$ cat src/hw/rtl/roct_pkg.sv
// Shared codes, types and command/status structs for the recency-ordered count table.
package roct_pkg;

  localparam int ID_W     = 16;
  localparam int CNT_W    = 16;
  localparam int STATUS_W = 3;
  localparam int FUNC_W   = 2;

  localparam logic [FUNC_W-1:0] FN_ADD    = 2'd0;
  localparam logic [FUNC_W-1:0] FN_REMOVE = 2'd1;
  localparam logic [FUNC_W-1:0] FN_LIST   = 2'd2;

  localparam logic [STATUS_W-1:0] ST_OK         = 3'd0;
  localparam logic [STATUS_W-1:0] ST_CAP_FULL   = 3'd1;
  localparam logic [STATUS_W-1:0] ST_TABLE_FULL = 3'd2;
  localparam logic [STATUS_W-1:0] ST_ABSENT     = 3'd3;
  localparam logic [STATUS_W-1:0] ST_BAD_COPY   = 3'd4;

  localparam logic [CNT_W-1:0] LIMIT_RESET = 16'd64;

  typedef struct packed {
    logic [ID_W-1:0]  id;
    logic [CNT_W-1:0] cnt;
  } entry_t;

  typedef enum logic [3:0] {
    S_IDLE,
    S_SR_RD,
    S_SR_CMP,
    S_DECIDE,
    S_SH_RD,
    S_SH_WR,
    S_RESP,
    S_LS_RD,
    S_LS_OUT
  } state_t;

  typedef struct packed {
    logic accept;
    logic rd_next;
    logic ptr_inc;
    logic ptr_dec;
    logic found_set;
    logic decide;
    logic shift_wr;
    logic resp_load;
    logic entry_load;
  } cmd_t;

  typedef struct packed {
    logic in_op;
    logic in_list;
    logic kinds_zero;
    logic hit;
    logic at_end;
    logic shift_done;
    logic need_shift;
    logic ptr_zero;
    logic out_free;
  } sts_t;

endpackage

$ cat src/hw/rtl/recency_ordered_count_table_top.sv
// Top level of the recency-ordered count table.
//
//  channel | direction | handshake             | payload
//  in_     | request   | in_valid / in_stall   | in_func, in_item_id, in_copy_index
//  out_    | result    | out_valid / out_stall | out_status, out_entry_valid, out_id,
//          |           |                       | out_count, out_last
//  cfg_    | write     | cfg_wr_en             | cfg_wr_data (capacity limit)
//
// Add/remove: search from position 0 to a hit or the end, then shift later entries down
// where an entry leaves or moves to the newest end, paced by one registered read a cycle.
// List: reads the held kinds newest first. A waiting result that stays stalled holds it back.
// One request in flight; the result register lets the next request be taken while the
// previous result is still stalled.
// Reset clears the counts and sets the limit to 64; entry memory is not cleared.
module recency_ordered_count_table_top #(
  parameter int MAX_KINDS = 16
) (
  input  logic                            clk,
  input  logic                            rst_n,
  input  logic                            in_valid,
  output logic                            in_stall,
  input  logic [roct_pkg::FUNC_W-1:0]     in_func,
  input  logic [roct_pkg::ID_W-1:0]       in_item_id,
  input  logic [roct_pkg::CNT_W-1:0]      in_copy_index,
  input  logic                            cfg_wr_en,
  input  logic [roct_pkg::CNT_W-1:0]      cfg_wr_data,
  output logic                            out_valid,
  input  logic                            out_stall,
  output logic [roct_pkg::STATUS_W-1:0]   out_status,
  output logic                            out_entry_valid,
  output logic [roct_pkg::ID_W-1:0]       out_id,
  output logic [roct_pkg::CNT_W-1:0]      out_count,
  output logic                            out_last
);
  import roct_pkg::*;

  cmd_t cmd;
  sts_t sts;

  roct_ctrl u_ctrl (
    .clk      (clk),
    .rst_n    (rst_n),
    .in_valid (in_valid),
    .in_stall (in_stall),
    .sts      (sts),
    .cmd      (cmd)
  );

  roct_dp #(
    .MAX_KINDS (MAX_KINDS)
  ) u_dp (
    .clk             (clk),
    .rst_n           (rst_n),
    .cmd             (cmd),
    .sts             (sts),
    .in_func         (in_func),
    .in_item_id      (in_item_id),
    .in_copy_index   (in_copy_index),
    .cfg_wr_en       (cfg_wr_en),
    .cfg_wr_data     (cfg_wr_data),
    .out_valid       (out_valid),
    .out_stall       (out_stall),
    .out_status      (out_status),
    .out_entry_valid (out_entry_valid),
    .out_id          (out_id),
    .out_count       (out_count),
    .out_last        (out_last)
  );

endmodule

$ cat src/hw/rtl/roct_dp.sv
// Datapath: entry memory, search/shift pointer, counters, limit register and result register.
module roct_dp #(
  parameter int MAX_KINDS = 16
) (
  input  logic                            clk,
  input  logic                            rst_n,
  input  roct_pkg::cmd_t                  cmd,
  output roct_pkg::sts_t                  sts,
  input  logic [roct_pkg::FUNC_W-1:0]     in_func,
  input  logic [roct_pkg::ID_W-1:0]       in_item_id,
  input  logic [roct_pkg::CNT_W-1:0]      in_copy_index,
  input  logic                            cfg_wr_en,
  input  logic [roct_pkg::CNT_W-1:0]      cfg_wr_data,
  output logic                            out_valid,
  input  logic                            out_stall,
  output logic [roct_pkg::STATUS_W-1:0]   out_status,
  output logic                            out_entry_valid,
  output logic [roct_pkg::ID_W-1:0]       out_id,
  output logic [roct_pkg::CNT_W-1:0]      out_count,
  output logic                            out_last
);
  import roct_pkg::*;

  localparam int AW = (MAX_KINDS > 1) ? $clog2(MAX_KINDS) : 1;
  localparam int KW = $clog2(MAX_KINDS + 1);
  localparam logic [KW-1:0] KMAX = KW'(MAX_KINDS);
  localparam logic [KW-1:0] KONE = KW'(1);

  entry_t mem [MAX_KINDS];
  entry_t rdata_r;

  logic [FUNC_W-1:0]   func_r;
  logic [ID_W-1:0]     id_r;
  logic [CNT_W-1:0]    idx_r;
  logic [CNT_W-1:0]    limit_r;
  logic [CNT_W-1:0]    total_r;
  logic [KW-1:0]       kinds_r;
  logic [KW-1:0]       ptr_r;
  logic [KW-1:0]       pos_r;
  logic                found_r;
  logic [CNT_W-1:0]    cnt_r;
  logic [STATUS_W-1:0] res_status_r;
  logic [CNT_W-1:0]    res_cnt_r;
  logic [KW-1:0]       wa_r;
  logic                do_write_r;
  logic                kinds_inc_r;
  logic                kinds_dec_r;
  logic                total_inc_r;
  logic                total_dec_r;
  logic                need_shift_r;

  logic                out_valid_r;
  logic [STATUS_W-1:0] out_status_r;
  logic                out_entry_valid_r;
  logic [ID_W-1:0]     out_id_r;
  logic [CNT_W-1:0]    out_count_r;
  logic                out_last_r;

  logic [KW-1:0]       ptr_p1;
  logic [KW-1:0]       rd_addr;
  logic                wr_en;
  logic [KW-1:0]       wr_addr;
  entry_t              wr_data;
  logic                out_free;
  logic                is_op;

  logic [STATUS_W-1:0] dec_status;
  logic [CNT_W-1:0]    dec_cnt;
  logic [KW-1:0]       dec_wa;
  logic                dec_write;
  logic                dec_kinc;
  logic                dec_kdec;
  logic                dec_tinc;
  logic                dec_tdec;
  logic                dec_shift;

  assign ptr_p1   = ptr_r + KONE;
  assign rd_addr  = cmd.rd_next ? ptr_p1 : ptr_r;
  assign wr_en    = cmd.shift_wr | (cmd.resp_load & do_write_r);
  assign wr_addr  = cmd.shift_wr ? ptr_r : wa_r;
  assign wr_data  = cmd.shift_wr ? rdata_r : entry_t'({id_r, res_cnt_r});
  assign out_free = !out_valid_r || !out_stall;
  assign is_op    = (func_r == FN_ADD) || (func_r == FN_REMOVE);

  always_ff @(posedge clk) begin
    if (wr_en) begin
      mem[wr_addr[AW-1:0]] <= wr_data;
    end
    rdata_r <= mem[rd_addr[AW-1:0]];
  end

  // add / remove outcome from search results
  always_comb begin
    dec_status = ST_OK;
    dec_cnt    = cnt_r;
    dec_wa     = kinds_r;
    dec_write  = 1'b0;
    dec_kinc   = 1'b0;
    dec_kdec   = 1'b0;
    dec_tinc   = 1'b0;
    dec_tdec   = 1'b0;
    dec_shift  = 1'b0;
    if (func_r == FN_ADD) begin
      if (total_r >= limit_r) begin
        dec_status = ST_CAP_FULL;
      end else if (!found_r && (kinds_r == KMAX)) begin
        dec_status = ST_TABLE_FULL;
        dec_cnt    = '0;
      end else begin
        dec_cnt   = cnt_r + CNT_W'(1);
        dec_write = 1'b1;
        dec_tinc  = 1'b1;
        if (found_r) begin
          dec_shift = 1'b1;
          dec_wa    = kinds_r - KONE;
        end else begin
          dec_kinc = 1'b1;
        end
      end
    end else begin
      if (!found_r) begin
        dec_status = ST_ABSENT;
        dec_cnt    = '0;
      end else if (idx_r >= cnt_r) begin
        dec_status = ST_BAD_COPY;
      end else begin
        dec_cnt  = cnt_r - CNT_W'(1);
        dec_tdec = 1'b1;
        dec_wa   = pos_r;
        if (dec_cnt == '0) begin
          dec_shift = 1'b1;
          dec_kdec  = 1'b1;
        end else begin
          dec_write = 1'b1;
        end
      end
    end
  end

  always_ff @(posedge clk) begin
    if (cmd.accept) begin
      func_r       <= in_func;
      id_r         <= in_item_id;
      idx_r        <= in_copy_index;
      found_r      <= 1'b0;
      cnt_r        <= '0;
      pos_r        <= '0;
      ptr_r        <= (in_func == FN_LIST) ? kinds_r - KONE : '0;
      res_status_r <= ST_OK;
      res_cnt_r    <= '0;
      wa_r         <= '0;
      do_write_r   <= 1'b0;
      kinds_inc_r  <= 1'b0;
      kinds_dec_r  <= 1'b0;
      total_inc_r  <= 1'b0;
      total_dec_r  <= 1'b0;
      need_shift_r <= 1'b0;
    end else if (cmd.decide) begin
      res_status_r <= dec_status;
      res_cnt_r    <= dec_cnt;
      wa_r         <= dec_wa;
      do_write_r   <= dec_write;
      kinds_inc_r  <= dec_kinc;
      kinds_dec_r  <= dec_kdec;
      total_inc_r  <= dec_tinc;
      total_dec_r  <= dec_tdec;
      need_shift_r <= dec_shift;
      ptr_r        <= pos_r;
    end else begin
      if (cmd.found_set) begin
        found_r <= 1'b1;
        pos_r   <= ptr_r;
        cnt_r   <= rdata_r.cnt;
      end
      if (cmd.ptr_inc) begin
        ptr_r <= ptr_p1;
      end else if (cmd.ptr_dec) begin
        ptr_r <= ptr_r - KONE;
      end
    end
  end

  always_ff @(posedge clk) begin
    if (!rst_n) begin
      limit_r <= LIMIT_RESET;
      kinds_r <= '0;
      total_r <= '0;
    end else begin
      if (cfg_wr_en) begin
        limit_r <= cfg_wr_data;
      end
      if (cmd.resp_load) begin
        if (kinds_inc_r) begin
          kinds_r <= kinds_r + KONE;
        end else if (kinds_dec_r) begin
          kinds_r <= kinds_r - KONE;
        end
        if (total_inc_r) begin
          total_r <= total_r + CNT_W'(1);
        end else if (total_dec_r) begin
          total_r <= total_r - CNT_W'(1);
        end
      end
    end
  end

  always_ff @(posedge clk) begin
    if (!rst_n) begin
      out_valid_r <= 1'b0;
    end else if (cmd.resp_load || cmd.entry_load) begin
      out_valid_r <= 1'b1;
    end else if (!out_stall) begin
      out_valid_r <= 1'b0;
    end
  end

  always_ff @(posedge clk) begin
    if (cmd.resp_load) begin
      out_status_r      <= res_status_r;
      out_entry_valid_r <= 1'b0;
      out_id_r          <= is_op ? id_r : '0;
      out_count_r       <= res_cnt_r;
      out_last_r        <= 1'b1;
    end else if (cmd.entry_load) begin
      out_status_r      <= ST_OK;
      out_entry_valid_r <= 1'b1;
      out_id_r          <= rdata_r.id;
      out_count_r       <= rdata_r.cnt;
      out_last_r        <= (ptr_r == '0);
    end
  end

  assign sts.in_op      = (in_func == FN_ADD) || (in_func == FN_REMOVE);
  assign sts.in_list    = (in_func == FN_LIST);
  assign sts.kinds_zero = (kinds_r == '0);
  assign sts.hit        = (rdata_r.id == id_r);
  assign sts.at_end     = (ptr_p1 == kinds_r);
  assign sts.shift_done = (ptr_p1 >= kinds_r);
  assign sts.need_shift = need_shift_r;
  assign sts.ptr_zero   = (ptr_r == '0);
  assign sts.out_free   = out_free;

  assign out_valid       = out_valid_r;
  assign out_status      = out_status_r;
  assign out_entry_valid = out_entry_valid_r;
  assign out_id          = out_id_r;
  assign out_count       = out_count_r;
  assign out_last        = out_last_r;

endmodule

$ cat src/hw/rtl/roct_ctrl.sv
// Controller: state machine that sequences search, shift, commit and listing.
module roct_ctrl (
  input  logic           clk,
  input  logic           rst_n,
  input  logic           in_valid,
  output logic           in_stall,
  input  roct_pkg::sts_t sts,
  output roct_pkg::cmd_t cmd
);
  import roct_pkg::*;

  state_t state_r;
  state_t state_nxt;

  always_ff @(posedge clk) begin
    if (!rst_n) begin
      state_r <= S_IDLE;
    end else begin
      state_r <= state_nxt;
    end
  end

  always_comb begin
    state_nxt = state_r;
    cmd       = '0;
    in_stall  = 1'b1;
    case (state_r)
      S_IDLE: begin
        in_stall = 1'b0;
        if (in_valid) begin
          cmd.accept = 1'b1;
          if (sts.in_op && !sts.kinds_zero) begin
            state_nxt = S_SR_RD;
          end else if (sts.in_op) begin
            state_nxt = S_DECIDE;
          end else if (sts.in_list && !sts.kinds_zero) begin
            state_nxt = S_LS_RD;
          end else begin
            state_nxt = S_RESP;
          end
        end
      end
      S_SR_RD: begin
        state_nxt = S_SR_CMP;
      end
      S_SR_CMP: begin
        if (sts.hit) begin
          cmd.found_set = 1'b1;
          state_nxt     = S_DECIDE;
        end else if (sts.at_end) begin
          state_nxt = S_DECIDE;
        end else begin
          cmd.ptr_inc = 1'b1;
          state_nxt   = S_SR_RD;
        end
      end
      S_DECIDE: begin
        cmd.decide = 1'b1;
        state_nxt  = S_SH_RD;
      end
      S_SH_RD: begin
        if (!sts.need_shift || sts.shift_done) begin
          state_nxt = S_RESP;
        end else begin
          cmd.rd_next = 1'b1;
          state_nxt   = S_SH_WR;
        end
      end
      S_SH_WR: begin
        cmd.shift_wr = 1'b1;
        cmd.ptr_inc  = 1'b1;
        state_nxt    = S_SH_RD;
      end
      S_RESP: begin
        if (sts.out_free) begin
          cmd.resp_load = 1'b1;
          state_nxt     = S_IDLE;
        end
      end
      S_LS_RD: begin
        state_nxt = S_LS_OUT;
      end
      S_LS_OUT: begin
        if (sts.out_free) begin
          cmd.entry_load = 1'b1;
          if (sts.ptr_zero) begin
            state_nxt = S_IDLE;
          end else begin
            cmd.ptr_dec = 1'b1;
            state_nxt   = S_LS_RD;
          end
        end
      end
      default: begin
        state_nxt = S_IDLE;
      end
    endcase
  end

endmodule

$ cat config.mk
export PLATFORM = sky130hd
export DESIGN_NAME = recency_ordered_count_table_top
export DESIGN_NICKNAME = d
export VERILOG_FILES = /design/src/hw/rtl/roct_pkg.sv /design/src/hw/rtl/recency_ordered_count_table_top.sv /design/src/hw/rtl/roct_dp.sv /design/src/hw/rtl/roct_ctrl.sv
export SDC_FILE = /design/constraint.sdc
export NUM_CORES = 1
export LEC_CHECK = 0
export BUFFER_PORTS_ARGS = -buffer_cell sky130_fd_sc_hd__clkbuf_2
export CORE_MARGIN = 4
export CORE_UTILIZATION = 35
export CTS_CLUSTER_SIZE = 25
export DETAILED_ROUTE_END_ITERATION = 6
export PLACE_DENSITY = 0.58
export SETUP_SLACK_MARGIN = 0.2
export SYNTH_ARGS = -nofsm -noshare
export SYNTH_HDL_FRONTEND = slang
export SYNTH_SLANG_ARGS = --single-unit
$ cat constraint.sdc
create_clock -name clk -period 5.2 [get_ports clk]
set_input_delay 0.78 -clock clk [delete_from_list [all_inputs] [get_ports clk]]
set_output_delay 0.78 -clock clk [all_outputs]
set_load 0.1 [all_outputs]
# Yosys cells after proc, flatten, opt, wreduce, memory -nomap -nowiden
# Memory sizes are Yosys's and may differ from the RTL's. A register that Yosys moved wholly into a read port is not among the register bits.
# Index checks and enable logic that the tools add are counted.
# word_totals
regBits,169
ramBits,512
inputBits,55
output_inout_bits,39
wordCells,177
n_memories,1
# memory_table
name,depth,width,read_ports,rd_ports_with_merged_regs,wr,line,rtl
u_dp.mem,16,32,1,1,1,roct_dp.sv:29,entry_t mem [MAX_KINDS];
# op_classes
n_addsub,8
n_lt_le_gt_ge,3
eq_ne,18
n_mux,90
bitwise_logic,3
reduce_logical,28
# ops
op,count
16-bit two-way mux,12
4-bit two-way mux,12
1-bit two-way mux,44
5-bit two-way mux,7
16-bit by 1-bit adder with 16-bit output (second input constant),2
16-bit greater-or-equal comparator,2
32-bit two-way mux,1
4-bit one-hot mux with 8 select lines,1
16-bit by 1-bit subtractor with 16-bit output (second input constant),2
3-bit two-way mux,8
16-bit equality test,1
4-bit by 3-bit equality test with 1-bit output (second input constant),4
16-bit logical NOT,1
5-bit by 1-bit adder with 5-bit output (second input constant),2
5-bit logical NOT,2
5-bit by 1-bit subtractor with 5-bit output (second input constant),2
4-bit by 2-bit equality test with 1-bit output (second input constant),2
2-bit two-way mux,4
2-bit by 1-bit inequality test with 1-bit output (second input constant),3
2-bit AND reduction,3
2-bit nonzero test,3
5-bit equality test,1
5-bit equality test (second input constant),1
5-bit greater-or-equal comparator,1
other kinds (17),29

# Logic depth before layout (Yosys ltp)
# logic_depth
depth_word,8
depth_mapped,15
depth_no_buf,12

# Hierarchy
# Synthesis repeated with hierarchy kept, for this count alone.
# unflattened
cells_unflattened,1884
hier_area_um2,30136.4
# modules_own_cells
module,n_inst,cells_each,area_each_um2,seq_area_each_um2
roct_dp,1,1819,29672.2,20059.2
roct_ctrl,1,65,464.2,80.1

# Least setup slack after synthesis
# OpenSTA, ideal clock, no wires.
# synth_timing
path_kind,register to register
startpoint,register u_dp.out_valid_r (netlist: u_dp.out_valid)
endpoint,memory u_dp.mem[13][0] in the netlist's numbering (enable)
setup_ns,0.425
t_arrival_ns,3.238
required_time_ns,4.775
setup_slack_ns,1.537
stages_incl_launch_ff,7
path_buffers,0
synth_period_minus_slack_ns,3.663
path_cell_list,dfxtp_1 nand2_1 and2_1 nand3_1 a21bo_2 o32ai_1 nor2b_1
# synth_between
elab_chain_cells,8
# synth_lines
item,line,rtl
from (decl),roct_dp.sv:52,logic out_valid_r;
from (signal assigned),roct_dp.sv:209,out_valid_r <= 1'b0;
from (signal assigned),roct_dp.sv:211,out_valid_r <= 1'b1;
from (signal assigned),roct_dp.sv:213,out_valid_r <= 1'b0;
1-bit logical NOT,roct_dp.sv:82,assign out_free = !out_valid_r || !out_stall;
1-bit logical OR,roct_dp.sv:82,
1-bit two-way mux,roct_ctrl.sv:75,if (sts.out_free) begin
1-bit two-way mux,roct_ctrl.sv:27,case (state_r)
1-bit bitwise AND,roct_dp.sv:79,assign wr_en = cmd.shift_wr | (cmd.resp_load & do_write_r);
1-bit bitwise OR,roct_dp.sv:79,
1-bit two-way mux,roct_dp.sv:86,if (wr_en) begin
1-bit two-way mux (implied by the code),roct_dp.sv:87,mem[wr_addr[AW-1:0]] <= wr_data;
to (decl),roct_dp.sv:29,
# No other way between the ends.

# Final worst setup path
# layout_timing
startpoint,register u_dp.ptr_r[0]
endpoint,register u_dp.rdata_r[6] (netlist name)
# layout_between
elab_chain_cells,6
# layout_lines
item,line,rtl
from (decl),roct_dp.sv:38,logic [KW-1:0] ptr_r;
from (signal assigned),roct_dp.sv:148,ptr_r <= (in_func == FN_LIST) ? kinds_r - KONE : '0;
from (signal assigned),roct_dp.sv:168,ptr_r <= pos_r;
from (signal assigned),roct_dp.sv:176,ptr_r <= ptr_p1;
5-bit by 1-bit adder with 5-bit output,roct_dp.sv:77,assign ptr_p1 = ptr_r + KONE;
5-bit greater-or-equal comparator,roct_dp.sv:238,assign sts.shift_done = (ptr_p1 >= kinds_r);
1-bit logical OR,roct_ctrl.sv:62,if (!sts.need_shift || sts.shift_done) begin
1-bit two-way mux,roct_ctrl.sv:62,
1-bit two-way mux,roct_ctrl.sv:27,
4-bit two-way mux *,roct_dp.sv:78,assign rd_addr = cmd.rd_next ? ptr_p1 : ptr_r;
# Mark *: on every way between the ends. The rest lies on a longest branch, timed or not.
# A chain may end at the register's enable or synchronous reset.

==> impl_metrics.csv <==
group,metric,value,unit
run_status,status,"complete, no violations",
yosys,yosysMostFrequentCell,"edfxtp_1",
power_and_ir_drop,p_int,11.9,mW
drt,drtAntennaViolNets,0,
yosys,yosysSeqAreaShare,67.0,%
setup_path,cp-start-kind,"flop",
floorplan,rows,107,
setup_path,critPathCaptureType,"flop",
timing,hold_slack,0.327,ns
drt,drtIter0Drc,1903,
clock_tree,cts.clk_slew.worst_paths,0.06,ns
floorplan,die-area,90700,sq um
cells_and_area,area_delta_synth_final,16.1,%
worst_hold_path,hp-start,"in_item_id[10]",
yosys,synth_common_cells,"586 x edfxtp_1, 348 x nand2_1, 127 x dfxtp_1, 107 x nor2_1, 88 x clkbuf_1",
cells_and_area,layout.nets,2403,
yosys,syn-num-nets,2287,
power_and_ir_drop,ir_drop,0.000301,V
drt,wl_per_cell,22.4,microns
yosys,yosys_warnings,0,
timing,maxSlewHeadroom,29.9,%
floorplan,design.portCount,94,
yosys,yosys.area.top_type_share,58.5,%
timing,tns,0,ns
timing,worstMarginPinSlew,1.05,ns
setup_path,crit_type,"reg -> reg",
grt,grt_pass1_vias,18600,
clock_tree,post_cts_resized,0,
floorplan,start_util,35.3,%
clock_tree,htree_levels,3,
setup_path,r2r_cells,13,
yosys,async_flop_share,0,%
worst_hold_path,hold_depth,1,
setup_path,required,5.71,ns
yosys,synthAdderAreaFrac,2.48,%
timing,fmax,228,MHz
yosys,syn_area_per_cell,13.8,sq um
placement,dp_hpwl,46700,microns
grt,grt_overflow_total,0,
timing,finalSetupViolCount,0,
yosys,synth_edf_count,586,
timing,slew_violations,0,
flow_run,maxCapViolCount,0,
yosys,synth-seq-cells,713,
timing,finalHoldViolCount,0,
timing,rsz0062_at_grt,"false",
floorplan,coreArea,85100,sq um
setup_path,path_max_fanout,27,
floorplan,fp.dieH,301,microns
yosys,synth_simple_gate_area_share,10.1,%
cells_and_area,final_area,34900,sq um
power_and_ir_drop,combPwrFrac,26.7,%
power_and_ir_drop,clock_power_share,32.2,%
worst_hold_path,hold_path_end,"u_dp.id_r[10]$_DFFE_PP_",
clock_tree,cts_buffers,78,
yosys,synthMuxAreaShare,8.29,%
clock_tree,clockBufferDepth,3,
power_and_ir_drop,p_sw_share,32.2,%
yosys,post_synth_xor_area_fraction,2.21,%
placement,place_area,32300,sq um
yosys,synth_top_cells_by_area,"edfxtp_1 59%, dfxtp_1 8.5%, mux4_2 4.8%",
timing,fin_crit_sh,84.3,%
yosys,synth_compound_area_share,7.77,%
power_and_ir_drop,power.leakage,12.2,nW
cells_and_area,drive_above_1_share,17.0,%
drt,drc,0,
yosys,syn_inst,2173,
worst_hold_path,min_path_type,"in -> reg",
yosys,ys_types,68,
clock_tree,cts_tree,"done",
yosys,syn_area,30100,sq um
power_and_ir_drop,power_switching,5.65,mW
setup_path,ff2ff_setup_slack,0.82,ns
clock_tree,clkSinkCount,713,
setup_path,worstPathArrival,4.89,ns
power_and_ir_drop,p_per_area,503,nW/um^2
yosys,synth_top_family_by_area,"simple AND/OR/NAND/NOR gates",
clock_tree,cts-root-buf,"clkbuf_16",
grt,grt_max_degree,61,
placement,gp_congestion,0.876,
grt,track_usage,17.1,%
placement,port_buffers,93,
setup_path,worstReg2RegEnd,"u_dp.rdata_r[6]$_DFF_P_",
timing,layout_min_cycle_time,4.38,ns
floorplan,die_x,301,microns
clock_tree,insertion_delay,0.63,ns
drt,drt-total-wl,78300,microns
grt,antenna_found_initial,1,
cells_and_area,diodes,0,
clock_tree,cts_setup_buffers,0,
drt,dr.pass1.iters,5,
power_and_ir_drop,power,17.6,mW
yosys,synth_ff_type,"edfxtp_1",
grt,grt_first_pass_wirelength,117000,microns
yosys,yosys.area.top_type,"edfxtp_1",
drt,via_count,18600,
drt,vias_per_cell,5.32,
setup_path,r2r-start,"u_dp.ptr_r[0]$_DFFE_PP_",
power_and_ir_drop,sequentialPowerShare,41.1,%
timing,skew,0.0221,ns
clock_tree,cts_hold_buf,0,
[how the worst max path moves through the flow]
stage,cells past startpoint,to,startpoint
global placement,13,u_dp.rdata_r[20]$_DFF_P_,u_dp.ptr_r[0]$_DFFE_PP_
CTS,13,u_dp.rdata_r[3]$_DFF_P_,u_dp.ptr_r[0]$_DFFE_PP_
global route,13,u_dp.rdata_r[3]$_DFF_P_,u_dp.ptr_r[0]$_DFFE_PP_
floorplan,6,u_dp.mem[13][0]$_DFFE_PP_,u_dp.out_valid$_SDFFE_PN0P_
finish,13,u_dp.rdata_r[6]$_DFF_P_,u_dp.ptr_r[0]$_DFFE_PP_
detailed placement,13,u_dp.rdata_r[5]$_DFF_P_,u_dp.ptr_r[0]$_DFFE_PP_
[cell type report]
| class | instances | area, sq um |
|---|---|---|
| clock buffer | 105 | 2160 |
| multi-input combinational | 1296 | 9460 |
| tap | 1144 | 1430 |
| sequential | 713 | 20100 |
| timing repair buffer | 147 | 1060 |
| inverter | 53 | 199 |
| clock inverter | 39 | 480 |
| fill | 7856 | 50200 |
[power by group through the flow]
| stage | clock network [mW] | logic, mW | registers, mW |
|---|---|---|---|
| 6_report | 5.65 | 4.69 | 7.22 |
| 3_5_place_dp | 0 | 4.70 | 7.32 |
| 4_1_cts | 5.78 | 4.74 | 7.21 |
| 3_3_place_gp | 0 | 4.62 | 7.33 |
| 5_1_grt | 6.02 | 5.12 | 7.25 |
| 2_1_floorplan | 0 | 3.20 | 7.31 |
[per-stage QoR]
stage,utilization (%),cells,worst slack [ns]
floorplan,-,2173,1.54
global placement,37.9,3353,0.904
detailed placement,37.9,3353,0.860
CTS,41.0,3497,0.812
global route,41.0,3497,0.561
finish,41.0,3497,0.815
[placed cells by master (no fill, tap or decap), types with 16 or more instances in the layout]
cell type and n:
edfxtp_1 586, nand2_1 348, dfxtp_1 127, clkbuf_2 93
nor2_1 91, clkbuf_16 79, mux2i_1 69, mux4_2 64
xnor2_1 63, nand3_1 60, ha_1 58, inv_1 51
a21oi_1 45, a31oi_1 44, o21ai_0 43, buf_4 39
a32oi_1 33, a22o_1 33, mux2_2 32, a31o_1 32
nor2b_1 23, nor3_1 23, nand3b_1 21, nand4_1 18
clkbuf_1 17, and2_1 16
[critical path: stages (launching register included)]
cell and delay [ns]:
edfxtp_1 0.54, ha_1 0.29, nand3_1 0.14, xnor2_1 0.17, ha_1 0.30, nand4_1 0.12
o22ai_1 0.31, nor4b_4 0.11, buf_4 0.18, xnor2_2 0.58, buf_4 0.51, mux4_2 0.56
a22o_1 0.25, a31o_1 0.19
[sequential cells by signal, indices dropped and copies added, names as in the netlist, 16 cells and up]
signal          count
u_dp.out_id        16
u_dp.total_r       16
u_dp.id_r          16
u_dp.limit_r       16
u_dp.cnt_r         16
u_dp.mem          512
u_dp.res_cnt_r     16
u_dp.out_count     16
u_dp.rdata_r       32
u_dp.idx_r         16
[metal layers]
| layer | wire length (microns) | part of all wire (%) | track usage, % |
|---|---|---|---|
| met1 | 34600 | 44 | 24.0 |
| met2 | 36700 | 47 | 27.7 |
| met3 | 5120 | 6.5 | 2.95 |
| met4 | 1860 | 2.4 | 4.62 |
| met5 | 0 | 0 | 0 |
[cell families (layout without fill, tap and decap cells)]
| logic type | after synthesis | in the layout |
|---|---|---|
| AOI/OAI and AO/OA | 324 | 324 |
| xor gates and xnor gates | 76 | 76 |
| adders and majority gates | 59 | 59 |
| buffers and inverters | 164 | 344 |
| DFF | 713 | 713 |
| muxes | 165 | 165 |
| and+or+nand+nor | 672 | 672 |
No activity file was read; power rests on OpenSTA's default activity.
